--- config.mk ---
export PLATFORM = sky130hd
export DESIGN_NAME = modrm_effective_address_decode_unit
export DESIGN_NICKNAME = d
export VERILOG_FILES = /design/src/rtl/core/modrm_ea_pkg.sv /design/src/rtl/core/modrm_effective_address_decode_unit.sv
export SDC_FILE = /design/constraint.sdc
export NUM_CORES = 1
export LEC_CHECK = 0
export BUFFER_PORTS_ARGS = -buffer_cell sky130_fd_sc_hd__buf_2
export CORE_MARGIN = 3
export CORE_UTILIZATION = 40
export CTS_BUF_LIST = sky130_fd_sc_hd__clkbuf_2
export CTS_CLUSTER_DIAMETER = 200
export DETAILED_ROUTE_END_ITERATION = 6
export PLACE_DENSITY = 0.63
export SYNTH_ARGS = -nofsm -noshare
export SYNTH_HDL_FRONTEND = slang
export SYNTH_SLANG_ARGS = --single-unit
--- constraint.sdc ---
create_clock -name clk -period 2.44 [get_ports clk]
set_clock_uncertainty 0.15 [all_clocks]
set_input_delay 0 -clock clk [delete_from_list [all_inputs] [get_ports clk]]
set_output_delay 0 -clock clk [all_outputs]
set_load 0.02 [all_outputs]
--- src/rtl/core/modrm_ea_pkg.sv ---
// ----------------------------------------------------------------------------
// modrm_ea_pkg
// Shared types and field codes for the ModR/M effective address decoder.
// ----------------------------------------------------------------------------
package modrm_ea_pkg;

  localparam int unsigned WORD_W = 16;
  localparam int unsigned BYTE_W = 8;
  localparam int unsigned PIPE_DEPTH = 3;

  // mod field codes
  localparam logic [1:0] MOD_NO_DISP  = 2'd0;
  localparam logic [1:0] MOD_DISP8    = 2'd1;
  localparam logic [1:0] MOD_DISP16   = 2'd2;
  localparam logic [1:0] MOD_REGISTER = 2'd3;

  // rm field codes
  localparam logic [2:0] RM_BW_IX = 3'd0;
  localparam logic [2:0] RM_BW_IY = 3'd1;
  localparam logic [2:0] RM_BP_IX = 3'd2;
  localparam logic [2:0] RM_BP_IY = 3'd3;
  localparam logic [2:0] RM_IX    = 3'd4;
  localparam logic [2:0] RM_IY    = 3'd5;
  localparam logic [2:0] RM_BP    = 3'd6;
  localparam logic [2:0] RM_BW    = 3'd7;
  localparam logic [2:0] RM_DIRECT = RM_BP;

  // displacement byte counts
  localparam logic [1:0] DISP_NONE = 2'd0;
  localparam logic [1:0] DISP_ONE  = 2'd1;
  localparam logic [1:0] DISP_TWO  = 2'd2;

  typedef struct packed {
    logic [2:0] rm_field;
    logic [2:0] reg_field;
    logic [1:0] mod_field;
    logic       use_address;
    logic       stack_segment;
    logic [1:0] disp_bytes;
    logic       extra_wait;
  } ea_ctrl_t;

endpackage

--- src/rtl/core/modrm_effective_address_decode_unit.sv ---
// ----------------------------------------------------------------------------
// modrm_effective_address_decode_unit
// Splits an 8-bit ModR/M byte and forms the effective offset, default
// segment, displacement byte count and wait penalty.
// ----------------------------------------------------------------------------
//  channel  | handshake              | payload
//  ---------+------------------------+-----------------------------------------
//  input    | start, busy            | in_modrm_byte, in_disp_word,
//           |                        | in_force_address, in_reg_*
//  result   | out_valid (one cycle)  | out_rm_field .. out_extra_wait
//
// One item per cycle; each result is registered through stage 1, stage 2 and the output register.
// Stage 1 decodes the byte and picks base, index and displacement, stage 2
// adds base and index, stage 3 adds the displacement into the output register.
// busy never rises: nothing downstream can stall, so the pipe always advances.
// Reset (rst_n low, synchronous) clears only the stage valid bits.
module modrm_effective_address_decode_unit
  import modrm_ea_pkg::*;
(
  input  logic        clk,
  input  logic        rst_n,
  input  logic        start,
  output logic        busy,
  input  logic [7:0]  in_modrm_byte,
  input  logic [15:0] in_disp_word,
  input  logic        in_force_address,
  input  logic [15:0] in_reg_aw,
  input  logic [15:0] in_reg_cw,
  input  logic [15:0] in_reg_dw,
  input  logic [15:0] in_reg_bw,
  input  logic [15:0] in_reg_sp,
  input  logic [15:0] in_reg_bp,
  input  logic [15:0] in_reg_ix,
  input  logic [15:0] in_reg_iy,
  output logic        out_valid,
  output logic [2:0]  out_rm_field,
  output logic [2:0]  out_reg_field,
  output logic [1:0]  out_mod_field,
  output logic        out_use_address,
  output logic [15:0] out_offset,
  output logic        out_stack_segment,
  output logic [1:0]  out_disp_bytes,
  output logic        out_extra_wait
);

  logic              accept;
  ea_ctrl_t          s1_ctrl_nxt, s1_ctrl_r, s2_ctrl_r, out_ctrl_r;
  logic [WORD_W-1:0] s1_base_nxt, s1_index_nxt, s1_disp_nxt;
  logic [WORD_W-1:0] s1_base_r, s1_index_r, s1_disp_r;
  logic [WORD_W-1:0] s2_sum_nxt, s2_sum_r, s2_disp_r;
  logic [WORD_W-1:0] out_offset_nxt, out_offset_r;
  logic              s1_valid_r, s2_valid_r, out_valid_r;

  assign busy   = 1'b0;
  assign accept = start && !busy;

  // stage 1: field split and operand selection
  always_comb begin
    logic [2:0] rm;
    logic [1:0] md;
    rm = in_modrm_byte[2:0];
    md = in_modrm_byte[7:6];

    s1_ctrl_nxt.rm_field      = rm;
    s1_ctrl_nxt.reg_field     = in_modrm_byte[5:3];
    s1_ctrl_nxt.mod_field     = md;
    s1_ctrl_nxt.use_address   = 1'b1;
    s1_ctrl_nxt.stack_segment = 1'b0;
    s1_ctrl_nxt.disp_bytes    = DISP_NONE;
    s1_ctrl_nxt.extra_wait    = 1'b0;
    s1_base_nxt  = '0;
    s1_index_nxt = '0;
    s1_disp_nxt  = '0;

    if (md == MOD_NO_DISP && rm == RM_DIRECT) begin
      // direct address, data segment
      s1_disp_nxt            = in_disp_word;
      s1_ctrl_nxt.disp_bytes = DISP_TWO;
    end else if (md == MOD_REGISTER) begin
      if (!in_force_address) begin
        s1_ctrl_nxt.use_address = 1'b0;
      end else begin
        // forced address uses its own register-pair table
        s1_ctrl_nxt.extra_wait = 1'b1;
        case (rm)
          RM_BW_IX: begin
            s1_base_nxt  = in_reg_bw;
            s1_index_nxt = in_reg_aw;
          end
          RM_BW_IY: begin
            s1_base_nxt  = in_reg_bw;
            s1_index_nxt = in_reg_cw;
          end
          RM_BP_IX: begin
            s1_base_nxt  = in_reg_bp;
            s1_index_nxt = in_reg_dw;
            s1_ctrl_nxt.stack_segment = 1'b1;
          end
          RM_BP_IY: begin
            s1_base_nxt  = in_reg_bp;
            s1_index_nxt = in_reg_bw;
            s1_ctrl_nxt.stack_segment = 1'b1;
          end
          RM_IX: begin
            s1_base_nxt  = in_reg_ix;
            s1_index_nxt = in_reg_sp;
          end
          RM_IY: begin
            s1_base_nxt  = in_reg_iy;
            s1_index_nxt = in_reg_bp;
          end
          RM_BP: begin
            s1_base_nxt  = in_reg_bp;
            s1_index_nxt = in_reg_ix;
            s1_ctrl_nxt.stack_segment = 1'b1;
          end
          default: begin
            s1_base_nxt  = in_reg_bw;
            s1_index_nxt = in_reg_iy;
          end
        endcase
      end
    end else begin
      case (rm)
        RM_BW_IX: begin
          s1_base_nxt  = in_reg_bw;
          s1_index_nxt = in_reg_ix;
          s1_ctrl_nxt.extra_wait = 1'b1;
        end
        RM_BW_IY: begin
          s1_base_nxt  = in_reg_bw;
          s1_index_nxt = in_reg_iy;
          s1_ctrl_nxt.extra_wait = 1'b1;
        end
        RM_BP_IX: begin
          s1_base_nxt  = in_reg_bp;
          s1_index_nxt = in_reg_ix;
          s1_ctrl_nxt.stack_segment = 1'b1;
          s1_ctrl_nxt.extra_wait    = 1'b1;
        end
        RM_BP_IY: begin
          s1_base_nxt  = in_reg_bp;
          s1_index_nxt = in_reg_iy;
          s1_ctrl_nxt.stack_segment = 1'b1;
          s1_ctrl_nxt.extra_wait    = 1'b1;
        end
        RM_IX:   s1_base_nxt = in_reg_ix;
        RM_IY:   s1_base_nxt = in_reg_iy;
        RM_BP: begin
          s1_base_nxt = in_reg_bp;
          s1_ctrl_nxt.stack_segment = 1'b1;
        end
        default: s1_base_nxt = in_reg_bw;
      endcase
      case (md)
        MOD_DISP8: begin
          s1_disp_nxt = {{(WORD_W-BYTE_W){in_disp_word[BYTE_W-1]}},
                         in_disp_word[BYTE_W-1:0]};
          s1_ctrl_nxt.disp_bytes = DISP_ONE;
        end
        MOD_DISP16: begin
          s1_disp_nxt = in_disp_word;
          s1_ctrl_nxt.disp_bytes = DISP_TWO;
        end
        default: s1_disp_nxt = '0;
      endcase
    end
  end

  // stage 2: base plus index, wraps at 16 bits
  assign s2_sum_nxt = s1_base_r + s1_index_r;

  // stage 3: add displacement; register mode without force reports zero
  assign out_offset_nxt = s2_ctrl_r.use_address ? (s2_sum_r + s2_disp_r) : '0;

  always_ff @(posedge clk) begin
    if (!rst_n) begin
      s1_valid_r  <= 1'b0;
      s2_valid_r  <= 1'b0;
      out_valid_r <= 1'b0;
    end else begin
      s1_valid_r  <= accept;
      s2_valid_r  <= s1_valid_r;
      out_valid_r <= s2_valid_r;
    end
  end

  always_ff @(posedge clk) begin
    s1_ctrl_r    <= s1_ctrl_nxt;
    s1_base_r    <= s1_base_nxt;
    s1_index_r   <= s1_index_nxt;
    s1_disp_r    <= s1_disp_nxt;
    s2_ctrl_r    <= s1_ctrl_r;
    s2_sum_r     <= s2_sum_nxt;
    s2_disp_r    <= s1_disp_r;
    out_ctrl_r   <= s2_ctrl_r;
    out_offset_r <= out_offset_nxt;
  end

  assign out_valid         = out_valid_r;
  assign out_rm_field      = out_ctrl_r.rm_field;
  assign out_reg_field     = out_ctrl_r.reg_field;
  assign out_mod_field     = out_ctrl_r.mod_field;
  assign out_use_address   = out_ctrl_r.use_address;
  assign out_offset        = out_offset_r;
  assign out_stack_segment = out_ctrl_r.stack_segment;
  assign out_disp_bytes    = out_ctrl_r.disp_bytes;
  assign out_extra_wait    = out_ctrl_r.extra_wait;

endmodule

; ---- Word level (Yosys, flattened, before mapping)
; Index checks and enable logic that the tools add are counted.
[word_totals]
reg_bits = 138
[classes]
n_addsub = 2
eq_ne = 9
muxes = 18
bitwise_logic = 1
n_reduce_logical = 9
[ops]
columns = operator, n
row1 = case mux 16 bit (7 select lines), 1
row2 = two-way mux 16 bit, 6
row3 = case mux 16 bit (2 select lines), 2
row4 = case mux 16 bit (3 select lines), 1
row5 = adder 16 bit, 2
row6 = "equality test 3 bit, second input constant", 3
row7 = OR reduction 2 bit, 4
row8 = "equality test 3 x 2 -> 1 bit, second input constant", 2
row9 = two-way mux 1 bit, 6
row10 = "equality test 2 bit, second input constant", 2
row11 = case mux 2 bit (2 select lines), 1
row12 = OR reduction 4 bit, 1
row13 = "equality test 3 x 1 -> 1 bit, second input constant", 1
row14 = zero test 3 bit, 1
row15 = OR reduction 3 bit, 1
row16 = "equality test 2 x 1 -> 1 bit, second input constant", 1
row17 = zero test 2 bit, 1
row18 = two-way mux 2 bit, 1
row19 = logical AND 1 bit, 1
row20 = NOT 1 bit, 1

; ---- Longest topological paths before layout
; Gate-level depths: netlist (run 1).
[depth]
word_depth = 5
ltp_mapped = 8

; ---- Worst setup path before layout (run 1)
; OpenSTA, ideal clock, no wires.
[synth_path]
path_kind = flip-flop to flip-flop
startpoint = register s1_base_r[0]
endpoint = register s2_sum_r[14]
arrival_ns = 1.825
slack_ns = 0.339
stages_incl_launch_ff = 8
n_path_buf = 0
period_less_slack_ns = 2.101
path_cell_list = dfxtp_1 ha_1 fa_1 a21o_1 a221oi_2 o2bb2ai_2 a2111o_1 o211ai_2
[synth_via]
elab_chain_cells = 1
[synth_rtl]
columns = item, line_no
row1 = "start, declared", modrm_effective_address_decode_unit.sv:49  ; logic [WORD_W-1:0] s1_base_r, s1_index_r, s1_disp_r;
row2 = "start signal, assigned", modrm_effective_address_decode_unit.sv:190  ; s1_base_r <= s1_base_nxt;
row3 = adder 16 bit, modrm_effective_address_decode_unit.sv:171  ; assign s2_sum_nxt = s1_base_r + s1_index_r;
row4 = net s2_sum_nxt[14], modrm_effective_address_decode_unit.sv:50  ; logic [WORD_W-1:0] s2_sum_nxt, s2_sum_r, s2_disp_r;
row5 = "end signal, assigned", modrm_effective_address_decode_unit.sv:194  ; s2_sum_r <= s2_sum_nxt;
row6 = "end, declared", modrm_effective_address_decode_unit.sv:50
; The timed path passes the listed nets, and every way through them passes these cells.
; A chain may end at the register's enable or synchronous reset.

; ---- Final worst setup path (run 1)
[layout_path]
startpoint = input port in_modrm_byte[0]
endpoint = register s1_index_r[12]
[layout_via]
elab_chain_cells = 4
[layout_rtl]
columns = item, line_no
row1 = "start, declared", modrm_effective_address_decode_unit.sv:24  ; input logic [7:0] in_modrm_byte,
row2 = "equality test 3 bit, or another cell as far along", "modrm_effective_address_decode_unit.sv:75, modrm_effective_address_decode_unit.sv:85"
row3 = case mux 16 bit (7 select lines) or OR reduction 2 bit (tied branches), --
row4 = two-way mux 16 bit or case mux 16 bit (2 select lines) (tied branches), "modrm_effective_address_decode_unit.sv:80, modrm_effective_address_decode_unit.sv:124"
row5 = two-way mux 16 bit, modrm_effective_address_decode_unit.sv:79  ; end else if (md == MOD_REGISTER) begin
row6 = "end signal, assigned", modrm_effective_address_decode_unit.sv:191  ; s1_index_r <= s1_index_nxt;
row7 = "end, declared", modrm_effective_address_decode_unit.sv:49
; Parallel ways exist; a longest one is shown, timed or not.

==> impl_metrics.json, run 1 <==
{
  "outcome": "complete, but fails checks",
  "violations": "negative setup slack",
  "wl_um": 20600,
  "syn2layout_area_growth_pct": 51.4,
  "setup_viol": 2,
  "max_freq_mhz": 397,
  "r2r_start": "s2_sum_r[0]",
  "rows": 46,
  "fp.dieW_um": 134,
  "drive_gt1_frac": 0.264,
  "cp_slowest_stage_delay_ns": 0.58,
  "total_power_mw": 5.95,
  "async_flop_share": 0,
  "first_pass_iters": 6,
  "critPathBufInv": 4,
  "worst-slew-pin-transition_ns": 0.815,
  "hold_depth": 5,
  "nNetsFinal": 1230,
  "netlist_area_um2": 6540,
  "cp.arrival_ns": 2.97,
  "hold_path_end": "s1_index_r[7]",
  "vias": 6638,
  "hold_ws_ns": 0.0808,
  "post-dp-hpwl_um": 13200,
  "clk_pin_slew_ns": 0.18,
  "place.gp.congestion": 0.870,
  "critical_path_class": "in2reg",
  "synth_edf_count": 0,
  "numCtsBuffers": 17,
  "grt_pass1_vias": 6805,
  "cts_root_buf": "clkbuf_2",
  "post-route-min-period_ns": 2.52,
  "r2r_end": "out_offset[14]",
  "grt_usage": 0.227,
  "rsz0062_at_grt": "no",
  "hold_viol": 0,
  "avgRoutedWirePerCell_um": 16.3,
  "pwr_density_cell_nw_per_um2": 601,
  "first_iter_violations": 427,
  "postSynthCellCount": 653,
  "antenna_left": 0,
  "synth_ff_type": "dfxtp_1",
  "cp_top_family": "buffers and inverters",
  "cts_tree": "built",
  "hp-start": "in_reg_ix[7]",
  "worst_slew_margin_rel": 0.456,
  "syn-num-nets": 847,
  "cp_common_cell": "dlygate4sd3_1",
  "path_cells": "dlygate4sd3_1 -> buf_2 -> buf_12 -> nand2b_1 -> o22a_1 -> nor2_1 -> a221oi_1 -> o21ai_0 -> dlygate4sd3_1",
  "final_area_um2": 9900,
  "worst_slack_ns": -0.0792,
  "clock_latency_ns": 0.70,
  "cts_max_level": 4,
  "ys_warn_count": 0,
  "grt_max_degree": 59,
  "grt_first_pass_wirelength_um": 32600,
  "hold_path.class": "in2reg",
  "critPathSlowestCell": "dlygate4sd3_1",
  "io_buffer_count": 185,
  "cts_setup_buffers": 0,
  "worstSetupEndpointType": "flop",
  "start_kind": "input pin",
  "die_h_um": 134,
  "r2r_cells": 7,
  "layout_common_cells": "202 x dlygate4sd3_1, 184 x buf_2, 138 x dfxtp_1",
  "peakVddDrop_mv": 0.276,
  "ios": 187,
  "vias_per_cell": 5.24,
  "start_util": 0.410,
  "cp_max_fo": 58,
  "syn_area_per_cell_um2": 10.0,
  "antenna_found_initial": 3,
  "maxCapViolations": 0,
  "period_share": 1.03,
  "synth_seq_cells": 138,
  "grt_overflow": 0,
  "p_leak_nw": 4.51,
  "placed_cell_area_um2": 7630,
  "seq_area_frac_synth": 0.422,
  "dp_worst_setup_slack_ns": 0.107,
  "die_area_um2": 17900,
  "core_um2": 15900,
  "ys_types": 75,
  "drc": 0,
  "crit_required_ns": 2.90,
  "final_common_cell": "dlygate4sd3_1",
  "report.final.slew_viol_count": 0,
  "clock-sinks": 138,
  "reg2reg_slack_ns": 0.13,
  "clockBufferDepth": 2
}
layout make-up:
cell class | instances | area (um^2)
Fill cell | 1255 | 6040
Multi-Input combinational cell | 470 | 3530
Timing Repair Buffer | 399 | 3050
Sequential cell | 138 | 2760
Tap cell | 216 | 270
Clock inverter | 15 | 156
Clock buffer | 17 | 85.1
Inverter | 10 | 37.5
Antenna cell | 3 | 7.51
through the flow:
stage | setup TNS [ns] | cells | util
after floorplan | 0 | 653 | -
after global placement | 0 | 1031 | 0.479
after detailed placement | 0 | 1031 | 0.479
after CTS | 0 | 1265 | 0.621
after global routing | 0 | 1268 | 0.621
final | -0.0982 | 1268 | 0.621
sequential cells by signal, summed over array words and instances, names as in the netlist, 2 cells and up:
signal,cells
out_offset,16
s1_base_r,16
s1_disp_r,16
s1_index_r,16
s2_disp_r,16
s2_sum_r,16
s1_ctrl_r,13
s2_ctrl_r,13
out_reg_field,3
out_rm_field,3
out_disp_bytes,2
out_mod_field,2
where the power goes:
part	switching [mW]	internal [mW]	total [mW]
Combinational	0.992	0.954	1.95
Clock	0.792	0.553	1.34
Sequential	0.0947	2.57	2.66
Total	1.88	4.07	5.95
metal layers:
layer  wire length (um)  global-route usage  vias up
met5                  0                   0        -
met4                901               0.122        0
met3               1690              0.0615       74
met2               9780               0.384      363
met1               8270               0.261     3025
li1                   -                   -     3176
timing repair:
item	4_1_cts	5_1_grt
hold endpoints to repair	64	0
gates resized for setup	0	1
setup endpoints to repair	0	2
hold buffers	202	0
cell usage after synthesis (4+ instances only):
library cell,number,area share
a211oi_1,5,0.0057
a21o_1,14,0.016
a21oi_1,28,0.021
a222oi_1,15,0.023
a31oi_1,5,0.0048
and2_1,18,0.017
buf_2,13,0.0099
buf_4,9,0.010
clkbuf_1,8,0.0046
dfxtp_1,138,0.42
ha_1,36,0.069
inv_1,10,0.0057
mux2_2,25,0.043
mux2i_1,13,0.020
mux4_2,11,0.038
nand2_1,44,0.025
nand2b_1,25,0.024
nand3_1,9,0.0069
nand4_1,6,0.0057
nor2_1,39,0.022
nor2b_1,10,0.0096
nor3_1,5,0.0038
o211ai_1,6,0.0069
o21a_1,4,0.0046
o21ai_0,56,0.043
o21ai_1,5,0.0038
o22ai_1,11,0.011
xnor2_1,10,0.013
xor2_1,5,0.0067
worst max path at each step:
stage                     startpoint             end  slack, ns  cells after the start
floorplan               s1_base_r[0]    s2_sum_r[14]       0.34                      7
global placement         s2_sum_r[0]  out_offset[14]       0.15                      7
detailed placement       s2_sum_r[0]  out_offset[14]       0.11                      7
CTS                 in_modrm_byte[2]  s1_index_r[15]       0.10                      8
global route        in_modrm_byte[0]  s1_index_r[12]      0.002                      9
finish              in_modrm_byte[0]  s1_index_r[12]      -0.08                      9
worst min-delay path, cell delays in order:
cell and delay, ns:
buf_2 0.10, mux2_2 0.16, nand2b_1 0.05, o21ai_0 0.05
dlygate4sd3_1 0.53
kinds of logic after synthesis:
family	Yosys count	share of synthesized area
AO/OA/AOI/OAI	192	0.206
XOR/XNOR	15	0.0201
adder cells (fa/ha/maj)	38	0.0750
buffers and inverters	45	0.0377
flip-flops	138	0.422
multiplexers	49	0.101
other	1	0.000573
AND/OR/NAND/NOR	175	0.137
(Power assumes the default switching activity.)
==> run 2, diff against run 1 <==
--- a/config.mk
+++ b/config.mk
@@ -5,13 +5,15 @@
 export SDC_FILE = /design/constraint.sdc
 export NUM_CORES = 1
 export LEC_CHECK = 0
-export BUFFER_PORTS_ARGS = -buffer_cell sky130_fd_sc_hd__buf_2
 export CORE_MARGIN = 3
 export CORE_UTILIZATION = 40
 export CTS_BUF_LIST = sky130_fd_sc_hd__clkbuf_2
 export CTS_CLUSTER_DIAMETER = 200
 export DETAILED_ROUTE_END_ITERATION = 6
-export PLACE_DENSITY = 0.63
+export DONT_BUFFER_PORTS = 1
+export PLACE_DENSITY = 0.53
+export SKIP_CTS_REPAIR_TIMING = 1
+export SLEW_MARGIN = 20
 export SYNTH_ARGS = -nofsm -noshare
 export SYNTH_HDL_FRONTEND = slang
 export SYNTH_SLANG_ARGS = --single-unit
==> impl_metrics.json, run 2 <==
{
  "start_util": 0.410,
  "yosysMostFrequentCell": "dfxtp_1",
  "worstEpCategory": "register data pin",
  "worst_endpoint": "s2_sum_r[14]$_DFF_P_/D",
  "place.gp.congestion": 0.838,
  "synth-compound-area-share": 0.206,
  "grt_max_degree": 67,
  "async_flop_share": 0,
  "io_buffer_count": 0,
  "synth_top_family_by_area": "compound AO/OA/AOI/OAI gates",
  "ios": 187,
  "post-dp-hpwl_um": 12200,
  "clock-sinks": 138,
  "yosys.area_share.xor_xnor": 0.0201,
  "synthAdderAreaFrac": 0.0750,
  "postSynthCellCount": 653,
  "muxShareOfSynthArea": 0.101,
  "syn_area_per_cell_um2": 10.0,
  "error_line": "[ERROR RSZ-0060] Max buffer count reached.",
  "syn-num-nets": 847,
  "cts_root_buf": "clkbuf_2",
  "failing_step": "global routing",
  "netlist_area_um2": 6540,
  "dp.cells": 837,
  "synth_area_leader_cell": "dfxtp_1",
  "netlist.area_leader.share": 0.422,
  "ys_types": 75,
  "die_h_um": 134,
  "rows": 46,
  "synth_ff_type": "dfxtp_1",
  "synth_edf_count": 0,
  "numCtsBuffers": 17,
  "seq_area_frac_synth": 0.422,
  "outcome": "aborted with a tool error",
  "synth_common_cells": "138 x dfxtp_1, 56 x o21ai_0, 44 x nand2_1, 39 x nor2_1, 36 x ha_1",
  "synthSimpleGateAreaFrac": 0.137,
  "synth_seq_cells": 138,
  "fp.dieW_um": 134,
  "clockBufferDepth": 2,
  "ys_warn_count": 0,
  "cts_max_level": 4,
  "synthTopCellsByArea": "dfxtp_1 42%, ha_1 6.9%, mux2_2 4.3%, o21ai_0 4.3%, mux4_2 3.8%"
}
## run 2: cell counts after synthesis
Identical to the previous run, type by type.
## run 2: metrics by stage
step	instance area (um^2)	setup WS [ns]	util	hold WS [ns]
4_1_cts	6830	0.0370	0.428	-0.897
3_5_place_dp	6630	0.0698	0.416	-0.122
3_3_place_gp	6630	0.161	0.416	-0.122
2_1_floorplan	6540	0.339	-	-0.122
## run 2: cell families after synthesis
group                    count (synthesis)
flip-flops                             138
AND/OR/NAND/NOR                        175
other                                    1
buffers and inverters                   45
AO/OA/AOI/OAI                          192
adder cells (fa/ha/maj)                 38
multiplexers                            49
XOR/XNOR                                15
==> run 3, diff against run 2 <==
--- a/config.mk
+++ b/config.mk
@@ -6,12 +6,10 @@
 export NUM_CORES = 1
 export LEC_CHECK = 0
 export CORE_MARGIN = 3
-export CORE_UTILIZATION = 40
-export CTS_BUF_LIST = sky130_fd_sc_hd__clkbuf_2
-export CTS_CLUSTER_DIAMETER = 200
+export CORE_UTILIZATION = 25
 export DETAILED_ROUTE_END_ITERATION = 6
 export DONT_BUFFER_PORTS = 1
-export PLACE_DENSITY = 0.53
+export PLACE_DENSITY_LB_ADDON = 0.15
 export SKIP_CTS_REPAIR_TIMING = 1
 export SLEW_MARGIN = 20
 export SYNTH_ARGS = -nofsm -noshare
==> impl_metrics.json, run 3 (synthesized netlist as in run 1, its figures left out) <==
{
  "numCtsBuffers": 17,
  "nNetsFinal": 977,
  "grt_usage": 0.130,
  "n_antenna_cell": 0,
  "clock_latency_ns": 0.42,
  "m1WireLength_um": 8710,
  "avgRoutedWirePerCell_um": 18.3,
  "rows": 58,
  "drc": 0,
  "first_iter_violations": 304,
  "setup_viol": 0,
  "grt_overflow": 0,
  "fp.dieW_um": 168,
  "post-dp-hpwl_um": 14100,
  "grt_max_degree": 67,
  "start_util": 0.257,
  "hold_path.class": "in2reg",
  "io_buffer_count": 0,
  "grt_pass1_vias": 5130,
  "hold_ws_ns": -0.0344,
  "period_share": 0.975,
  "drive_gt1_frac": 0.112,
  "cp.arrival_ns": 2.57,
  "worst_slew_margin_rel": 0.340,
  "antenna_left": 0,
  "start_kind": "input pin",
  "cts_root_buf": "clkbuf_16",
  "violations": "negative hold slack",
  "cts_tree": "built",
  "hold_viol": 2,
  "final_common_cell": "dlygate4sd3_1",
  "vias_per_cell": 5.02,
  "grt_first_pass_wirelength_um": 28700,
  "worst_slack_ns": 0.0601,
  "max_freq_mhz": 420,
  "critical_path_class": "in2reg",
  "dp_worst_setup_slack_ns": 0.0417,
  "vias": 5655,
  "pwr_density_cell_nw_per_um2": 792,
  "die_h_um": 168,
  "clk_pin_slew_ns": 0.06,
  "route.top_layer_used": "met5",
  "antenna_found_initial": 2,
  "maxCapViolations": 0,
  "crit_required_ns": 2.63,
  "dr_wl_met3_um": 1490,
  "cts_max_level": 4,
  "clock-sinks": 138,
  "worstSetupEndpointType": "flop",
  "first_pass_iters": 5,
  "syn2layout_area_growth_pct": 35.1,
  "report.final.slew_viol_count": 0,
  "p_leak_nw": 3.65,
  "ios": 187,
  "core_um2": 25500,
  "worst-slew-pin-transition_ns": 0.985,
  "cp_max_fo": 43,
  "route.met2.wl_um": 9920,
  "place.gp.congestion": 0.846,
  "die_area_um2": 28100,
  "clockBufferDepth": 2,
  "peakVddDrop_mv": 0.358,
  "post-route-min-period_ns": 2.38,
  "outcome": "complete, but fails checks",
  "reg2reg_slack_ns": 0.15,
  "layout_common_cells": "140 x dlygate4sd3_1, 138 x dfxtp_1, 55 x o21ai_0",
  "wl_um": 20700
}
run 3: critical path, stage by stage:
cell	delay [ns]
dlygate4sd3_1	0.59
buf_12	0.21
a21boi_2	0.79
a222oi_1	0.18
dlygate4sd3_1	0.64
nor2_1	0.13
run 3: where the power goes:
group / total (mW) / switching, mW / internal, mW
sequential: 2.87 / 0.293 / 2.57
combinational: 1.50 / 0.766 / 0.733
clock: 2.64 / 1.02 / 1.62
run 3: area by class of cell:
cell class	count	area, um^2
Clock buffer	19	433
Clock inverter	13	170
Fill cell	2532	16600
Inverter	10	37.5
Multi-Input combinational cell	470	3530
Sequential cell	138	2760
Tap cell	330	413
Timing Repair Buffer	146	1490
run 3: worst paths after layout:
check	from	endpoint	cells after the start
setup / recovery	in_modrm_byte[2]	s1_base_r[11]	6
hold / removal	in_modrm_byte[0]	s1_index_r[3]	4
setup reg to reg	s1_base_r[0]	s2_sum_r[14]	7
hold reg to reg	s1_disp_r[6]	s2_disp_r[6]	0
run 3: through the flow:
step	instance area, um^2	util	std cells	setup TNS [ns]	total power [mW]
CTS	7370	0.289	983	0	6.82
detailed placement	6770	0.266	951	0	4.13
global placement	6770	0.266	951	0	4.13
global route	8840	0.347	1126	-0.0106	7.38
floorplan	6540	-	653	0	3.85
finish	8840	0.347	1126	0	7.00
run 3: layer usage:
layer | track usage | up-vias
li1 | - | 2672
met1 | 0.163 | 2683
met2 | 0.206 | 253
met3 | 0.0446 | 45
met4 | 0.0516 | 2
met5 | 0 | -
